$ cat config.mk
export PLATFORM = sky130hd
export DESIGN_NAME = fixed_block_pool_allocator
export DESIGN_NICKNAME = d
export VERILOG_FILES = /design/src/rtl/fbpa_pkg.sv /design/src/rtl/fixed_block_pool_allocator.sv /design/src/rtl/fbpa_ram.sv /design/src/rtl/fbpa_useq.sv /design/src/rtl/fbpa_dp.sv
export SDC_FILE = /design/constraint.sdc
export NUM_CORES = 2
export LEC_CHECK = 0
export ABC_AREA = 1
export BUFFER_PORTS_ARGS = -buffer_cell sky130_fd_sc_hd__buf_2
export CORE_ASPECT_RATIO = 1.2
export CORE_MARGIN = 8
export CORE_UTILIZATION = 42
export CTS_CLUSTER_SIZE = 25
export DETAILED_ROUTE_END_ITERATION = 12
export GPL_TIMING_DRIVEN = 0
export SETUP_SLACK_MARGIN = 0.05
export SLEW_MARGIN = 10
export SYNTH_ARGS = -nofsm -noshare
export SYNTH_HDL_FRONTEND = slang
export SYNTH_SLANG_ARGS = --single-unit
$ cat constraint.sdc
create_clock -name clk_i -period 23.3 [get_ports clk_i]
set_input_delay 3.495 -clock clk_i [delete_from_list [all_inputs] [get_ports clk_i]]
set_output_delay 3.495 -clock clk_i [all_outputs]
set_load 0.05 [all_outputs]
$ cat src/rtl/fbpa_pkg.sv
`default_nettype none
// ----------------------------------------------------------------------------
// fbpa_pkg
// Shared types, constants and microcode for the fixed block pool allocator.
// ----------------------------------------------------------------------------
package fbpa_pkg;

  localparam int AddrW     = 32;
  localparam int SizeW     = 16;
  localparam int BsW       = 17;
  localparam int CntW      = 9;
  localparam int FuncW     = 2;
  localparam int CfgIdxW   = 2;
  localparam int ALIGN     = 16;
  localparam int ADDR_BITS = 32;
  localparam int UpcW      = 5;

  localparam logic [FuncW-1:0] FuncInit  = 2'd0;
  localparam logic [FuncW-1:0] FuncAlloc = 2'd1;
  localparam logic [FuncW-1:0] FuncFree  = 2'd2;

  localparam logic [CfgIdxW-1:0] CfgBase  = 2'd0;
  localparam logic [CfgIdxW-1:0] CfgSize  = 2'd1;
  localparam logic [CfgIdxW-1:0] CfgCount = 2'd2;

  localparam logic [AddrW-1:0] CfgBaseRst  = 32'h0001_0000;
  localparam logic [SizeW-1:0] CfgSizeRst  = 16'd16;
  localparam logic [CntW-1:0]  CfgCountRst = 9'd256;

  typedef logic [UpcW-1:0] upc_t;

  typedef enum logic [2:0] {
    ST_OK,
    ST_NULL,
    ST_BADARG,
    ST_OVERFLOW,
    ST_NOMEM,
    ST_BADSTATE
  } status_e;

  typedef enum logic [3:0] {
    UOP_NOP,
    UOP_LOAD,
    UOP_INIT_MUL,
    UOP_SUM_CFG,
    UOP_INIT_START,
    UOP_INIT_LINK,
    UOP_RD_HEAD,
    UOP_POP,
    UOP_FREE_MUL,
    UOP_SUM_END,
    UOP_DIV_INIT,
    UOP_DIV_STEP,
    UOP_PUSH,
    UOP_FINISH,
    UOP_FIN_GRANT
  } uop_e;

  typedef enum logic [3:0] {
    C_NONE,
    C_FUNC_INIT,
    C_FUNC_ALLOC,
    C_FUNC_FREE,
    C_ARG_BAD,
    C_OVF,
    C_LINK_MORE,
    C_NO_HEAD,
    C_ADDR_ZERO,
    C_RANGE_BAD,
    C_DIV_MORE,
    C_REM_NZ,
    C_FULL
  } cond_e;

  typedef struct packed {
    uop_e    op;
    cond_e   cond;
    upc_t    target;
    status_e st;
  } uword_t;

  typedef struct packed {
    logic func_init;
    logic func_alloc;
    logic func_free;
    logic arg_bad;
    logic ovf;
    logic link_more;
    logic no_head;
    logic addr_zero;
    logic range_bad;
    logic div_more;
    logic rem_nz;
    logic full;
  } flags_t;

  // jump targets
  localparam upc_t UpcBadArg   = 5'd3;
  localparam upc_t UpcInit     = 5'd4;
  localparam upc_t UpcLink     = 5'd8;
  localparam upc_t UpcOvf      = 5'd10;
  localparam upc_t UpcAlloc    = 5'd11;
  localparam upc_t UpcNoMem    = 5'd14;
  localparam upc_t UpcFree     = 5'd15;
  localparam upc_t UpcDiv      = 5'd18;
  localparam upc_t UpcNull     = 5'd23;
  localparam upc_t UpcBadState = 5'd24;
  localparam upc_t UpcLast     = 5'd24;

  function automatic uword_t uw(uop_e op, cond_e cond, upc_t target, status_e st);
    uword_t w;
    w.op     = op;
    w.cond   = cond;
    w.target = target;
    w.st     = st;
    return w;
  endfunction

  function automatic uword_t ucode(upc_t upc);
    uword_t w;
    unique case (upc)
      // dispatch
      5'd0:  w = uw(UOP_NOP,        C_FUNC_INIT,  UpcInit,     ST_OK);
      5'd1:  w = uw(UOP_NOP,        C_FUNC_ALLOC, UpcAlloc,    ST_OK);
      5'd2:  w = uw(UOP_NOP,        C_FUNC_FREE,  UpcFree,     ST_OK);
      5'd3:  w = uw(UOP_FINISH,     C_NONE,       '0,          ST_BADARG);
      // init
      5'd4:  w = uw(UOP_INIT_MUL,   C_ARG_BAD,    UpcBadArg,   ST_OK);
      5'd5:  w = uw(UOP_SUM_CFG,    C_NONE,       '0,          ST_OK);
      5'd6:  w = uw(UOP_NOP,        C_OVF,        UpcOvf,      ST_OK);
      5'd7:  w = uw(UOP_INIT_START, C_NONE,       '0,          ST_OK);
      5'd8:  w = uw(UOP_INIT_LINK,  C_LINK_MORE,  UpcLink,     ST_OK);
      5'd9:  w = uw(UOP_FINISH,     C_NONE,       '0,          ST_OK);
      5'd10: w = uw(UOP_FINISH,     C_NONE,       '0,          ST_OVERFLOW);
      // alloc
      5'd11: w = uw(UOP_RD_HEAD,    C_NO_HEAD,    UpcNoMem,    ST_OK);
      5'd12: w = uw(UOP_POP,        C_NONE,       '0,          ST_OK);
      5'd13: w = uw(UOP_FIN_GRANT,  C_NONE,       '0,          ST_OK);
      5'd14: w = uw(UOP_FINISH,     C_NONE,       '0,          ST_NOMEM);
      // free
      5'd15: w = uw(UOP_FREE_MUL,   C_ADDR_ZERO,  UpcNull,     ST_OK);
      5'd16: w = uw(UOP_SUM_END,    C_NONE,       '0,          ST_OK);
      5'd17: w = uw(UOP_DIV_INIT,   C_RANGE_BAD,  UpcBadArg,   ST_OK);
      5'd18: w = uw(UOP_DIV_STEP,   C_DIV_MORE,   UpcDiv,      ST_OK);
      5'd19: w = uw(UOP_NOP,        C_REM_NZ,     UpcBadArg,   ST_OK);
      5'd20: w = uw(UOP_NOP,        C_FULL,       UpcBadState, ST_OK);
      5'd21: w = uw(UOP_PUSH,       C_NONE,       '0,          ST_OK);
      5'd22: w = uw(UOP_FINISH,     C_NONE,       '0,          ST_OK);
      5'd23: w = uw(UOP_FINISH,     C_NONE,       '0,          ST_NULL);
      5'd24: w = uw(UOP_FINISH,     C_NONE,       '0,          ST_BADSTATE);
      default: w = uw(UOP_FINISH,   C_NONE,       '0,          ST_BADARG);
    endcase
    return w;
  endfunction

endpackage
`default_nettype wire

$ cat src/rtl/fixed_block_pool_allocator.sv
`default_nettype none
// ----------------------------------------------------------------------------
// fixed_block_pool_allocator
// Fixed-size block pool allocator with a LIFO free list of block indices.
// ----------------------------------------------------------------------------
// One request is taken when start is high and busy is low; its result is
// shown for exactly one cycle with done_o, and the receiver cannot stall it.
// A microcoded sequencer runs one step per cycle, and busy stays high through
// the done cycle, so the next request can enter on the cycle after done_o.
// On a free, the block index is found by a restoring divider, one quotient
// bit per cycle; early errors end a request before its full sequence. Init
// writes one free list link per cycle through the single RAM write port.
// Configuration writes are always ready and are to be made while idle.
// ----------------------------------------------------------------------------
module fixed_block_pool_allocator #(
  parameter int MAX_BLOCKS = 256
) (
  input  logic        clk_i,
  input  logic        rst_ni,
  input  logic        cfg_valid_i,
  output logic        cfg_ready_o,
  input  logic [1:0]  cfg_index_i,
  input  logic [31:0] cfg_data_i,
  input  logic        start,
  output logic        busy,
  input  logic [1:0]  func_i,
  input  logic [31:0] block_address_i,
  output logic        done_o,
  output logic [2:0]  status_o,
  output logic [31:0] granted_address_o,
  output logic [8:0]  blocks_free_o
);
  import fbpa_pkg::*;

  uop_e   uop;
  flags_t flags;

  assign cfg_ready_o = 1'b1;

  fbpa_useq u_useq (
    .clk_i   (clk_i),
    .rst_ni  (rst_ni),
    .start   (start),
    .busy    (busy),
    .flags_i (flags),
    .uop_o   (uop),
    .done_o  (done_o),
    .status_o(status_o)
  );

  fbpa_dp #(
    .MAX_BLOCKS(MAX_BLOCKS)
  ) u_dp (
    .clk_i            (clk_i),
    .rst_ni           (rst_ni),
    .cfg_we_i         (cfg_valid_i && cfg_ready_o),
    .cfg_index_i      (cfg_index_i),
    .cfg_data_i       (cfg_data_i),
    .func_i           (func_i),
    .block_address_i  (block_address_i),
    .uop_i            (uop),
    .flags_o          (flags),
    .granted_address_o(granted_address_o),
    .blocks_free_o    (blocks_free_o)
  );

endmodule
`default_nettype wire

$ cat src/rtl/fbpa_ram.sv
`default_nettype none
// ----------------------------------------------------------------------------
// fbpa_ram
// Generic single write port, single read port RAM with registered read.
// ----------------------------------------------------------------------------
module fbpa_ram #(
  parameter int Width = 8,
  parameter int Depth = 256
) (
  input  logic                                    clk_i,
  input  logic                                    we_i,
  input  logic [((Depth > 1) ? $clog2(Depth) : 1)-1:0] waddr_i,
  input  logic [Width-1:0]                        wdata_i,
  input  logic [((Depth > 1) ? $clog2(Depth) : 1)-1:0] raddr_i,
  output logic [Width-1:0]                        rdata_o
);

  logic [Width-1:0] mem_q [Depth];

  always_ff @(posedge clk_i) begin
    if (we_i) begin
      mem_q[waddr_i] <= wdata_i;
    end
    rdata_o <= mem_q[raddr_i];
  end

endmodule
`default_nettype wire

$ cat src/rtl/fbpa_useq.sv
`default_nettype none
// ----------------------------------------------------------------------------
// fbpa_useq
// Microcode sequencer: step counter, control ROM and conditional jumps.
// ----------------------------------------------------------------------------
module fbpa_useq (
  input  logic                           clk_i,
  input  logic                           rst_ni,
  input  logic                           start,
  output logic                           busy,
  input  fbpa_pkg::flags_t               flags_i,
  output fbpa_pkg::uop_e                 uop_o,
  output logic                           done_o,
  output logic [2:0]                     status_o
);
  import fbpa_pkg::*;

  logic   running_q;
  upc_t   upc_q;
  uword_t word;
  logic   hit;
  logic   finish;

  assign word = ucode(upc_q);

  always_comb begin
    unique case (word.cond)
      C_NONE:       hit = 1'b0;
      C_FUNC_INIT:  hit = flags_i.func_init;
      C_FUNC_ALLOC: hit = flags_i.func_alloc;
      C_FUNC_FREE:  hit = flags_i.func_free;
      C_ARG_BAD:    hit = flags_i.arg_bad;
      C_OVF:        hit = flags_i.ovf;
      C_LINK_MORE:  hit = flags_i.link_more;
      C_NO_HEAD:    hit = flags_i.no_head;
      C_ADDR_ZERO:  hit = flags_i.addr_zero;
      C_RANGE_BAD:  hit = flags_i.range_bad;
      C_DIV_MORE:   hit = flags_i.div_more;
      C_REM_NZ:     hit = flags_i.rem_nz;
      C_FULL:       hit = flags_i.full;
      default:      hit = 1'b0;
    endcase
  end

  assign finish   = running_q && (word.op == UOP_FINISH || word.op == UOP_FIN_GRANT);
  assign done_o   = finish;
  assign busy     = running_q;
  assign status_o = 3'(word.st);

  always_comb begin
    if (running_q) begin
      uop_o = word.op;
    end else if (start) begin
      uop_o = UOP_LOAD;
    end else begin
      uop_o = UOP_NOP;
    end
  end

  always_ff @(posedge clk_i or negedge rst_ni) begin
    if (!rst_ni) begin
      running_q <= 1'b0;
      upc_q     <= '0;
    end else if (!running_q) begin
      if (start) begin
        running_q <= 1'b1;
        upc_q     <= '0;
      end
    end else if (finish) begin
      running_q <= 1'b0;
    end else if (hit) begin
      upc_q <= word.target;
    end else begin
      upc_q <= upc_q + 1'b1;
    end
  end

  a_start_enters: assert property (@(posedge clk_i) disable iff (!rst_ni)
    (start && !busy) |=> (busy && upc_q == '0))
    else $error("request not taken into step zero");

  a_done_single: assert property (@(posedge clk_i) disable iff (!rst_ni)
    done_o |=> !done_o)
    else $error("result strobe longer than one cycle");

  a_upc_bound: assert property (@(posedge clk_i) disable iff (!rst_ni)
    running_q |-> (upc_q <= UpcLast))
    else $error("step counter outside program");

endmodule
`default_nettype wire

$ cat src/rtl/fbpa_dp.sv
`default_nettype none
// ----------------------------------------------------------------------------
// fbpa_dp
// Datapath: config registers, pool state, multiplier, adder, divider
// registers and the free list RAM, driven one micro-op per cycle.
// ----------------------------------------------------------------------------
module fbpa_dp #(
  parameter int MAX_BLOCKS = 256
) (
  input  logic                           clk_i,
  input  logic                           rst_ni,
  input  logic                           cfg_we_i,
  input  logic [1:0]                     cfg_index_i,
  input  logic [31:0]                    cfg_data_i,
  input  logic [1:0]                     func_i,
  input  logic [31:0]                    block_address_i,
  input  fbpa_pkg::uop_e                 uop_i,
  output fbpa_pkg::flags_t               flags_o,
  output logic [31:0]                    granted_address_o,
  output logic [8:0]                     blocks_free_o
);
  import fbpa_pkg::*;

  localparam int IdxW  = (MAX_BLOCKS > 1) ? $clog2(MAX_BLOCKS) : 1;
  localparam int NW    = (IdxW > CntW) ? IdxW : CntW;
  localparam int PW    = BsW + NW;
  localparam int SumW  = ((PW > AddrW) ? PW : AddrW) + 1;
  localparam int DivW  = BsW + CntW - 1;
  localparam int LinkW = IdxW + 1;
  localparam int AlignMask = ALIGN - 1;
  localparam logic [SumW-1:0] SumLimit =
    (ADDR_BITS < SumW) ? (SumW'(1) << ADDR_BITS) : '1;

  // config
  logic [AddrW-1:0] cfg_base_q;
  logic [SizeW-1:0] cfg_size_q;
  logic [CntW-1:0]  cfg_count_q;
  // pool state
  logic [AddrW-1:0] base_q;
  logic [BsW-1:0]   bs_q;
  logic [CntW-1:0]  total_q;
  logic [CntW-1:0]  free_q;
  logic [IdxW-1:0]  head_q;
  logic             head_ok_q;
  // working
  logic [FuncW-1:0] func_q;
  logic [AddrW-1:0] addr_q;
  logic [BsW-1:0]   bsnew_q;
  logic [PW-1:0]    prod_q;
  logic [SumW-1:0]  sum_q;
  logic [AddrW-1:0] rem_q;
  logic [DivW-1:0]  div_q;
  logic [NW-1:0]    quo_q;
  logic [NW-1:0]    cnt_q;

  logic [BsW-1:0]   rnd;
  logic [BsW-1:0]   mul_a;
  logic [NW-1:0]    mul_b;
  logic [PW-1:0]    mul;
  logic [SumW-1:0]  add_a;
  logic [SumW-1:0]  sum;
  logic             div_ge;
  logic             ram_we;
  logic [IdxW-1:0]  ram_waddr;
  logic [LinkW-1:0] ram_wdata;
  logic [LinkW-1:0] ram_rdata;

  assign rnd = (BsW'(cfg_size_q) + BsW'(AlignMask)) & ~BsW'(AlignMask);

  always_comb begin
    unique case (uop_i)
      UOP_INIT_MUL: begin
        mul_a = rnd;
        mul_b = NW'(cfg_count_q);
      end
      UOP_RD_HEAD: begin
        mul_a = bs_q;
        mul_b = NW'(head_q);
      end
      default: begin
        mul_a = bs_q;
        mul_b = NW'(total_q);
      end
    endcase
  end

  assign mul   = PW'(mul_a) * PW'(mul_b);
  assign add_a = (uop_i == UOP_SUM_CFG) ? SumW'(cfg_base_q) : SumW'(base_q);
  assign sum   = add_a + SumW'(prod_q);
  assign div_ge = rem_q >= AddrW'(div_q);

  assign ram_we    = (uop_i == UOP_INIT_LINK) || (uop_i == UOP_PUSH);
  assign ram_waddr = (uop_i == UOP_INIT_LINK) ? cnt_q[IdxW-1:0] : quo_q[IdxW-1:0];
  assign ram_wdata = (uop_i == UOP_INIT_LINK) ?
                     {(cnt_q != '0), IdxW'(cnt_q - 1'b1)} : {head_ok_q, head_q};

  fbpa_ram #(
    .Width(LinkW),
    .Depth(MAX_BLOCKS)
  ) u_link_ram (
    .clk_i  (clk_i),
    .we_i   (ram_we),
    .waddr_i(ram_waddr),
    .wdata_i(ram_wdata),
    .raddr_i(head_q),
    .rdata_o(ram_rdata)
  );

  assign flags_o.func_init  = func_q == FuncInit;
  assign flags_o.func_alloc = func_q == FuncAlloc;
  assign flags_o.func_free  = func_q == FuncFree;
  assign flags_o.arg_bad    = (cfg_size_q == '0) || (cfg_count_q == '0) ||
                              (32'(cfg_count_q) > 32'(MAX_BLOCKS));
  assign flags_o.ovf        = sum_q > SumLimit;
  assign flags_o.link_more  = ({1'b0, cnt_q} + 1'b1) != (NW + 1)'(total_q);
  assign flags_o.no_head    = !head_ok_q;
  assign flags_o.addr_zero  = addr_q == '0;
  assign flags_o.range_bad  = (addr_q < base_q) || (SumW'(addr_q) >= sum_q) ||
                              (bs_q == '0);
  assign flags_o.div_more   = cnt_q != NW'(CntW - 1);
  assign flags_o.rem_nz     = rem_q != '0;
  assign flags_o.full       = free_q == total_q;

  assign granted_address_o = (uop_i == UOP_FIN_GRANT) ? sum_q[AddrW-1:0] : '0;
  assign blocks_free_o     = free_q;

  always_ff @(posedge clk_i or negedge rst_ni) begin
    if (!rst_ni) begin
      cfg_base_q  <= CfgBaseRst;
      cfg_size_q  <= CfgSizeRst;
      cfg_count_q <= CfgCountRst;
      base_q      <= '0;
      bs_q        <= '0;
      total_q     <= '0;
      free_q      <= '0;
      head_q      <= '0;
      head_ok_q   <= 1'b0;
    end else begin
      if (cfg_we_i) begin
        unique case (cfg_index_i)
          CfgBase:  cfg_base_q  <= cfg_data_i;
          CfgSize:  cfg_size_q  <= cfg_data_i[SizeW-1:0];
          CfgCount: cfg_count_q <= cfg_data_i[CntW-1:0];
          default: ;
        endcase
      end
      unique case (uop_i)
        UOP_INIT_START: begin
          base_q    <= cfg_base_q;
          bs_q      <= bsnew_q;
          total_q   <= cfg_count_q;
          free_q    <= cfg_count_q;
          head_q    <= IdxW'(cfg_count_q - 1'b1);
          head_ok_q <= 1'b1;
        end
        UOP_POP: begin
          head_q    <= ram_rdata[IdxW-1:0];
          head_ok_q <= ram_rdata[IdxW];
          if (free_q != '0) begin
            free_q <= free_q - 1'b1;
          end
        end
        UOP_PUSH: begin
          head_q    <= quo_q[IdxW-1:0];
          head_ok_q <= 1'b1;
          free_q    <= free_q + 1'b1;
        end
        default: ;
      endcase
    end
  end

  always_ff @(posedge clk_i) begin
    unique case (uop_i)
      UOP_LOAD: begin
        func_q <= func_i;
        addr_q <= block_address_i;
      end
      UOP_INIT_MUL: begin
        prod_q  <= mul;
        bsnew_q <= rnd;
      end
      UOP_SUM_CFG, UOP_SUM_END, UOP_POP: begin
        sum_q <= sum;
      end
      UOP_INIT_START: begin
        cnt_q <= '0;
      end
      UOP_INIT_LINK: begin
        cnt_q <= cnt_q + 1'b1;
      end
      UOP_RD_HEAD: begin
        prod_q <= mul;
      end
      UOP_FREE_MUL: begin
        prod_q <= mul;
        rem_q  <= addr_q - base_q;
      end
      UOP_DIV_INIT: begin
        div_q <= DivW'(bs_q) << (CntW - 1);
        quo_q <= '0;
        cnt_q <= '0;
      end
      UOP_DIV_STEP: begin
        if (div_ge) begin
          rem_q <= rem_q - AddrW'(div_q);
        end
        quo_q <= {quo_q[NW-2:0], div_ge};
        div_q <= div_q >> 1;
        cnt_q <= cnt_q + 1'b1;
      end
      default: ;
    endcase
  end

  a_free_le_total: assert property (@(posedge clk_i) disable iff (!rst_ni)
    free_q <= total_q)
    else $error("free count above pool size");

  a_push_sets_head: assert property (@(posedge clk_i) disable iff (!rst_ni)
    (uop_i == UOP_PUSH) |=> (head_ok_q && free_q == $past(free_q) + 1'b1))
    else $error("push did not update head or count");

endmodule
`default_nettype wire
==> reports/summary.txt <==
OUTCOME
-------------------------------------------------------------------------------------------
Status ....................................................................... complete, but fails checks
Violations in the final reports .............................................. capacitance limit

GLOBAL ROUTE
-------------------------------------------------------------------------------------------
Remaining Overflow, GRT ......................................................            0
GRT Overall Usage ............................................................        0.297
Antenna violations before repair .............................................           21
Wire length of the first global-routing pass .................................    624000 um
Number of global-route vias before repair ....................................        84098
Maximum number of pins on one net before global-route repair .................           80

YOSYS
-------------------------------------------------------------------------------------------
Flip-flop cell with the highest count after synthesis ........................ sky130_fd_sc_hd__edfxtp_1
Fraction of the yosys area taken by sequential cells .........................        0.675
Number of enable-type register cells in the synthesized netlist ..............         2480
Synth warnings ...............................................................            0
Total nets after synthesis ...................................................        10614
Mean instance size in the synthesized netlist ................................     11.2 um2
Syn Inst Count ...............................................................        10287
Synthesized area .............................................................    0.116 mm2
Count of unique library cells instantiated by Yosys ..........................           60
Share of async-settable or async-resettable flops after synthesis ............       0.0514
Number of register bits inferred by synthesis ................................         2624

WORST SETUP PATH
-------------------------------------------------------------------------------------------
Endpoint arrival time on the critical path ...................................      8.94 ns
Worst stage delay on the critical path .......................................      1.07 ns
Data required time at the worst endpoint .....................................     23.87 ns
Critical Path Start Type .....................................................    flip-flop
Critical path start-end classification .......................................   reg -> reg
Peak fanout along the critical path ..........................................           10
Critical path cell sequence .................................................. buf_2 > buf_2 > buf_2 > clkbuf_1 > clkbuf_1 > nand2_1 > o221ai_1 > buf_2 > nand2_1 > fa_1 > inv_1 > fa_1 > inv_1 > fa_1 > fa_1 > inv_1 > ha_1 > nand2_1 > o21ai_0 > a21o_1 > nand3_1 > o21ai_0 > a31oi_1 > xnor2_1
Buffer and inverter count on the worst path ..................................            9
CP delay by family, top ...................................................... buffers and inverters
Standard cell with the maximum stage delay on the critical path .............. sky130_fd_sc_hd__clkbuf_1
Worst Setup End Kind .........................................................    flip-flop

CELLS AND AREA
-------------------------------------------------------------------------------------------
Final #Nets ..................................................................        11130
Fraction of layout cells with a size suffix above 1 ..........................       0.0807
Count of non-filler cells in the finished layout .............................        14650
Area used by multi-input combinational logic .................................   0.0337 mm2
Fillers ......................................................................        24744
Final core utilization .......................................................        0.482
Relative area change from synthesis to final layout ..........................        14.5%
Sequential cell area in the final layout .....................................   0.0780 mm2

FLOORPLAN
-------------------------------------------------------------------------------------------
DIE AREA .....................................................................    0.292 mm2
Y dimension of the die .......................................................       591 um
Core footprint ...............................................................    0.275 mm2
Chip Width ...................................................................       495 um
Initial core utilization .....................................................        0.421
Standard-cell rows ...........................................................          211
IO Pins ......................................................................          119

POWER
-------------------------------------------------------------------------------------------
Ratio of total power to cell area ............................................   168 mW/mm2
Leakage power total ..........................................................      45.8 nW
Total Power Consumption ......................................................     0.0223 W
Worst vdd ir .................................................................     0.199 mV

PLACEMENT
-------------------------------------------------------------------------------------------
Number of cells in the design after placement ................................        14143
Final Wtd Congestion .........................................................         1.02
Port-buffer cells ............................................................          117
Half-perimeter wire length after placement ...................................    324000 um

HOLD PATH
-------------------------------------------------------------------------------------------
Min-Delay Path Class .........................................................   reg -> reg

STA
-------------------------------------------------------------------------------------------
RSZ-0062 raised after global routing .........................................        false
Number of hold violations in the final report ................................            0
Crit path time final .........................................................      8.37 ns
Worst-case headroom to the max-slew limit ....................................      0.00249
Slew at the pin with the worst max-slew slack ................................      1.50 ns
Post-route clock skew ........................................................    0.0726 ns
Fmax .........................................................................      119 MHz
Endpoints failing setup ......................................................            0
Final number of max-transition violations ....................................            0
Final critical-path share of the clock period ................................        0.359
Post-Route Setup TNS .........................................................         0 ns

CTS
-------------------------------------------------------------------------------------------
Worst-skew pair later-pin latency ............................................      0.89 ns
Number of setup buffers added after CTS ......................................            0
CTS root buffer .............................................................. sky130_fd_sc_hd__clkbuf_16
H-tree levels ................................................................            5
TritonCTS Buffers ............................................................          277
Number of resized instances in the post-cts repair step ......................            0
CTS tree .....................................................................        built
Clock-pin slew on the worst setup and hold paths .............................      0.06 ns
Maximum buffer depth of the clock tree .......................................            4
Count of hold-fix buffers inserted at cts ....................................            0
TritonCTS Sinks ..............................................................         2624

ROUTE
-------------------------------------------------------------------------------------------
WL per Instance ..............................................................      30.7 um
Residual antenna-violating net count after detailed routing ..................            0
Total via count after detailed routing .......................................        88461
Total Wirelength .............................................................    450000 um
Number of vias per cell after detailed routing ...............................         6.04
Number of search-and-repair iterations in the first detailed-routing pass ....            8
DRC violation count after routing ............................................            0
Number of design-rule violations left by the first detailed-router iteration .        12782

JOB
-------------------------------------------------------------------------------------------
Max cap viols ................................................................            1

## worst register-to-register path: cells and delay by family, from the launching register on
family | cells | cell delay (ns)
buffers and inverters | 9 | 3.46
AO/OA/AOI/OAI | 5 | 1.20
flip-flops | 1 | 0.46
XOR/XNOR | 1 | 0.16
AND/OR/NAND/NOR | 4 | 0.41
adder cells (fa/ha/maj) | 5 | 2.40
## cell usage after synthesis, types with 3 or more instances
library cell               number  area share
sky130_fd_sc_hd__edfxtp_1    2480        0.64
sky130_fd_sc_hd__nor2_1      1798       0.058
sky130_fd_sc_hd__o21ai_0     1389       0.060
sky130_fd_sc_hd__nand2_1     1279       0.042
sky130_fd_sc_hd__nand3_1      718       0.031
sky130_fd_sc_hd__o22ai_1      580       0.031
sky130_fd_sc_hd__clkbuf_1     477       0.015
sky130_fd_sc_hd__inv_1        467       0.015
sky130_fd_sc_hd__a21oi_1      175      0.0076
sky130_fd_sc_hd__ha_1         173       0.019
sky130_fd_sc_hd__dfrtp_1      132       0.029
sky130_fd_sc_hd__fa_1          82       0.014
sky130_fd_sc_hd__buf_1         71      0.0023
sky130_fd_sc_hd__xor2_1        56      0.0042
sky130_fd_sc_hd__nand4_1       45      0.0024
sky130_fd_sc_hd__buf_2         44      0.0019
sky130_fd_sc_hd__nand2_2       30      0.0016
sky130_fd_sc_hd__xnor2_1       25      0.0019
sky130_fd_sc_hd__nor3_1        24      0.0010
sky130_fd_sc_hd__a21o_1        22      0.0014
sky130_fd_sc_hd__mux2_2        22      0.0021
sky130_fd_sc_hd__o211ai_1      18      0.0012
sky130_fd_sc_hd__o21bai_1      18      0.0012
sky130_fd_sc_hd__inv_2         16     0.00052
sky130_fd_sc_hd__nor2_4        16      0.0016
sky130_fd_sc_hd__a31oi_1       13     0.00070
sky130_fd_sc_hd__and2_1        12     0.00065
sky130_fd_sc_hd__dfxtp_1        9      0.0016
sky130_fd_sc_hd__nor4_1         9     0.00049
sky130_fd_sc_hd__clkinv_1       8     0.00026
sky130_fd_sc_hd__o21ai_2        8     0.00061
sky130_fd_sc_hd__nand3b_1       7     0.00045
sky130_fd_sc_hd__o21a_1         7     0.00045
sky130_fd_sc_hd__a21boi_0       6     0.00039
sky130_fd_sc_hd__a221oi_1       6     0.00045
sky130_fd_sc_hd__o21ai_1        6     0.00026
sky130_fd_sc_hd__or2_2          5     0.00027
sky130_fd_sc_hd__a211oi_1       4     0.00026
sky130_fd_sc_hd__buf_4          3     0.00019
sky130_fd_sc_hd__dfstp_2        3     0.00068
## cells by family (layout without fill, tap and decap cells)
family                     after synthesis  after routing  share of synthesized area
buffers and inverters                 1087           1810                     0.0360
adders and majority gates              255            255                     0.0329
muxes                                   24             24                    0.00232
xor gates and xnor gates                81             81                    0.00614
and+or+nand+nor                       3952           3952                      0.140
AOI/OAI and AO/OA                     2263           2263                      0.107
other                                    1             20                  0.0000325
DFF                                   2624           2624                      0.675
## report_power, final
part           internal [W]  switching [W]  total, W  leakage [nW]
logic               0.00308        0.00795    0.0110          17.6
clock network       0.00256        0.00191   0.00447          4.32
registers           0.00657       0.000200   0.00677          23.9
## layout by cell type (no fill, tap or decap), types with 14 or more instances in the layout
master and count:
sky130_fd_sc_hd__a21o_1 22, sky130_fd_sc_hd__a21oi_1 174, sky130_fd_sc_hd__buf_1 68, sky130_fd_sc_hd__buf_12 52, sky130_fd_sc_hd__buf_16 31, sky130_fd_sc_hd__buf_2 162, sky130_fd_sc_hd__buf_6 14, sky130_fd_sc_hd__buf_8 22
sky130_fd_sc_hd__bufinv_16 26, sky130_fd_sc_hd__clkbuf_1 514, sky130_fd_sc_hd__clkbuf_16 288, sky130_fd_sc_hd__clkbuf_2 18, sky130_fd_sc_hd__clkinv_1 61, sky130_fd_sc_hd__clkinv_2 39, sky130_fd_sc_hd__dfrtp_1 132, sky130_fd_sc_hd__diode_2 19
sky130_fd_sc_hd__edfxtp_1 2480, sky130_fd_sc_hd__fa_1 82, sky130_fd_sc_hd__ha_1 173, sky130_fd_sc_hd__inv_1 467, sky130_fd_sc_hd__inv_2 16, sky130_fd_sc_hd__mux2_2 22, sky130_fd_sc_hd__nand2_1 1279, sky130_fd_sc_hd__nand2_2 30
sky130_fd_sc_hd__nand3_1 718, sky130_fd_sc_hd__nand4_1 45, sky130_fd_sc_hd__nor2_1 1713, sky130_fd_sc_hd__nor2_2 85, sky130_fd_sc_hd__nor2_4 18, sky130_fd_sc_hd__nor3_1 24, sky130_fd_sc_hd__o211ai_1 18, sky130_fd_sc_hd__o21ai_0 1379
sky130_fd_sc_hd__o21bai_1 18, sky130_fd_sc_hd__o22ai_1 580, sky130_fd_sc_hd__xnor2_1 25, sky130_fd_sc_hd__xor2_1 56
## sequential cells by signal, indices dropped and copies added, names as in the netlist, 5 cells and up
register,flops
u_dp.prod_q,22
u_dp.blocks_free_o,9
u_dp.sum_q,33
u_dp.u_link_ram.rdata_o,9
u_dp.cfg_base_q,32
u_dp.total_q,9
u_dp.bs_q,13
u_useq.upc_q,5
u_dp.div_q,25
u_dp.addr_q,32
u_dp.head_q,8
u_dp.cnt_q,9
u_dp.cfg_size_q,16
u_dp.base_q,32
u_dp.cfg_count_q,9
u_dp.rem_q,32
u_dp.quo_q,8
u_dp.u_link_ram.mem_q,2304
u_dp.bsnew_q,13
## routing by layer
metal | track usage | share of wire
met5 | 0 | 0.000080
met4 | 0.203 | 0.085
met3 | 0.0664 | 0.10
met2 | 0.474 | 0.46
met1 | 0.359 | 0.35
## path summary, 6_finish.rpt
check | depth (start not counted) | slack [ns] | start | to
max | 24 | 14.93 | u_dp.head_q[0] | u_dp.prod_q[21]
min | 2 | 0.47 | u_dp.bsnew_q[11] | u_dp.bs_q[11]
max reg2reg | 24 | 14.93 | u_dp.head_q[0] | u_dp.prod_q[21]
min reg2reg | 2 | 0.47 | u_dp.bsnew_q[11] | u_dp.bs_q[11]
max in group asynchronous | 2 | 19.87 | rst_ni | u_dp.blocks_free_o[3]
min in group asynchronous | 1 | 2.58 | rst_ni | u_dp.cfg_base_q[24]
## per-stage QoR
stage	cell area (um2)	hold WS, ns	setup slack (ns)
after CTS	132000	0.457	15.12
after floorplan	116000	0.430	6.98
after detailed placement	123000	0.449	15.18
after global routing	132000	0.486	14.71
after global placement	121000	0.445	-8.41
final	132000	0.467	14.93
## final cells by class
cell class / count / area share
Antenna cell: 19 / 0.000359
Sequential cell: 2624 / 0.590
Clock inverter: 141 / 0.0105
Timing Repair Buffer: 237 / 0.0225
Tap cell: 3621 / 0.0342
Clock buffer: 345 / 0.0563
Multi-Input combinational cell: 6576 / 0.255
Buffer: 596 / 0.0177
Inverter: 491 / 0.0139
No activity file was read; power rests on OpenSTA's default activity.
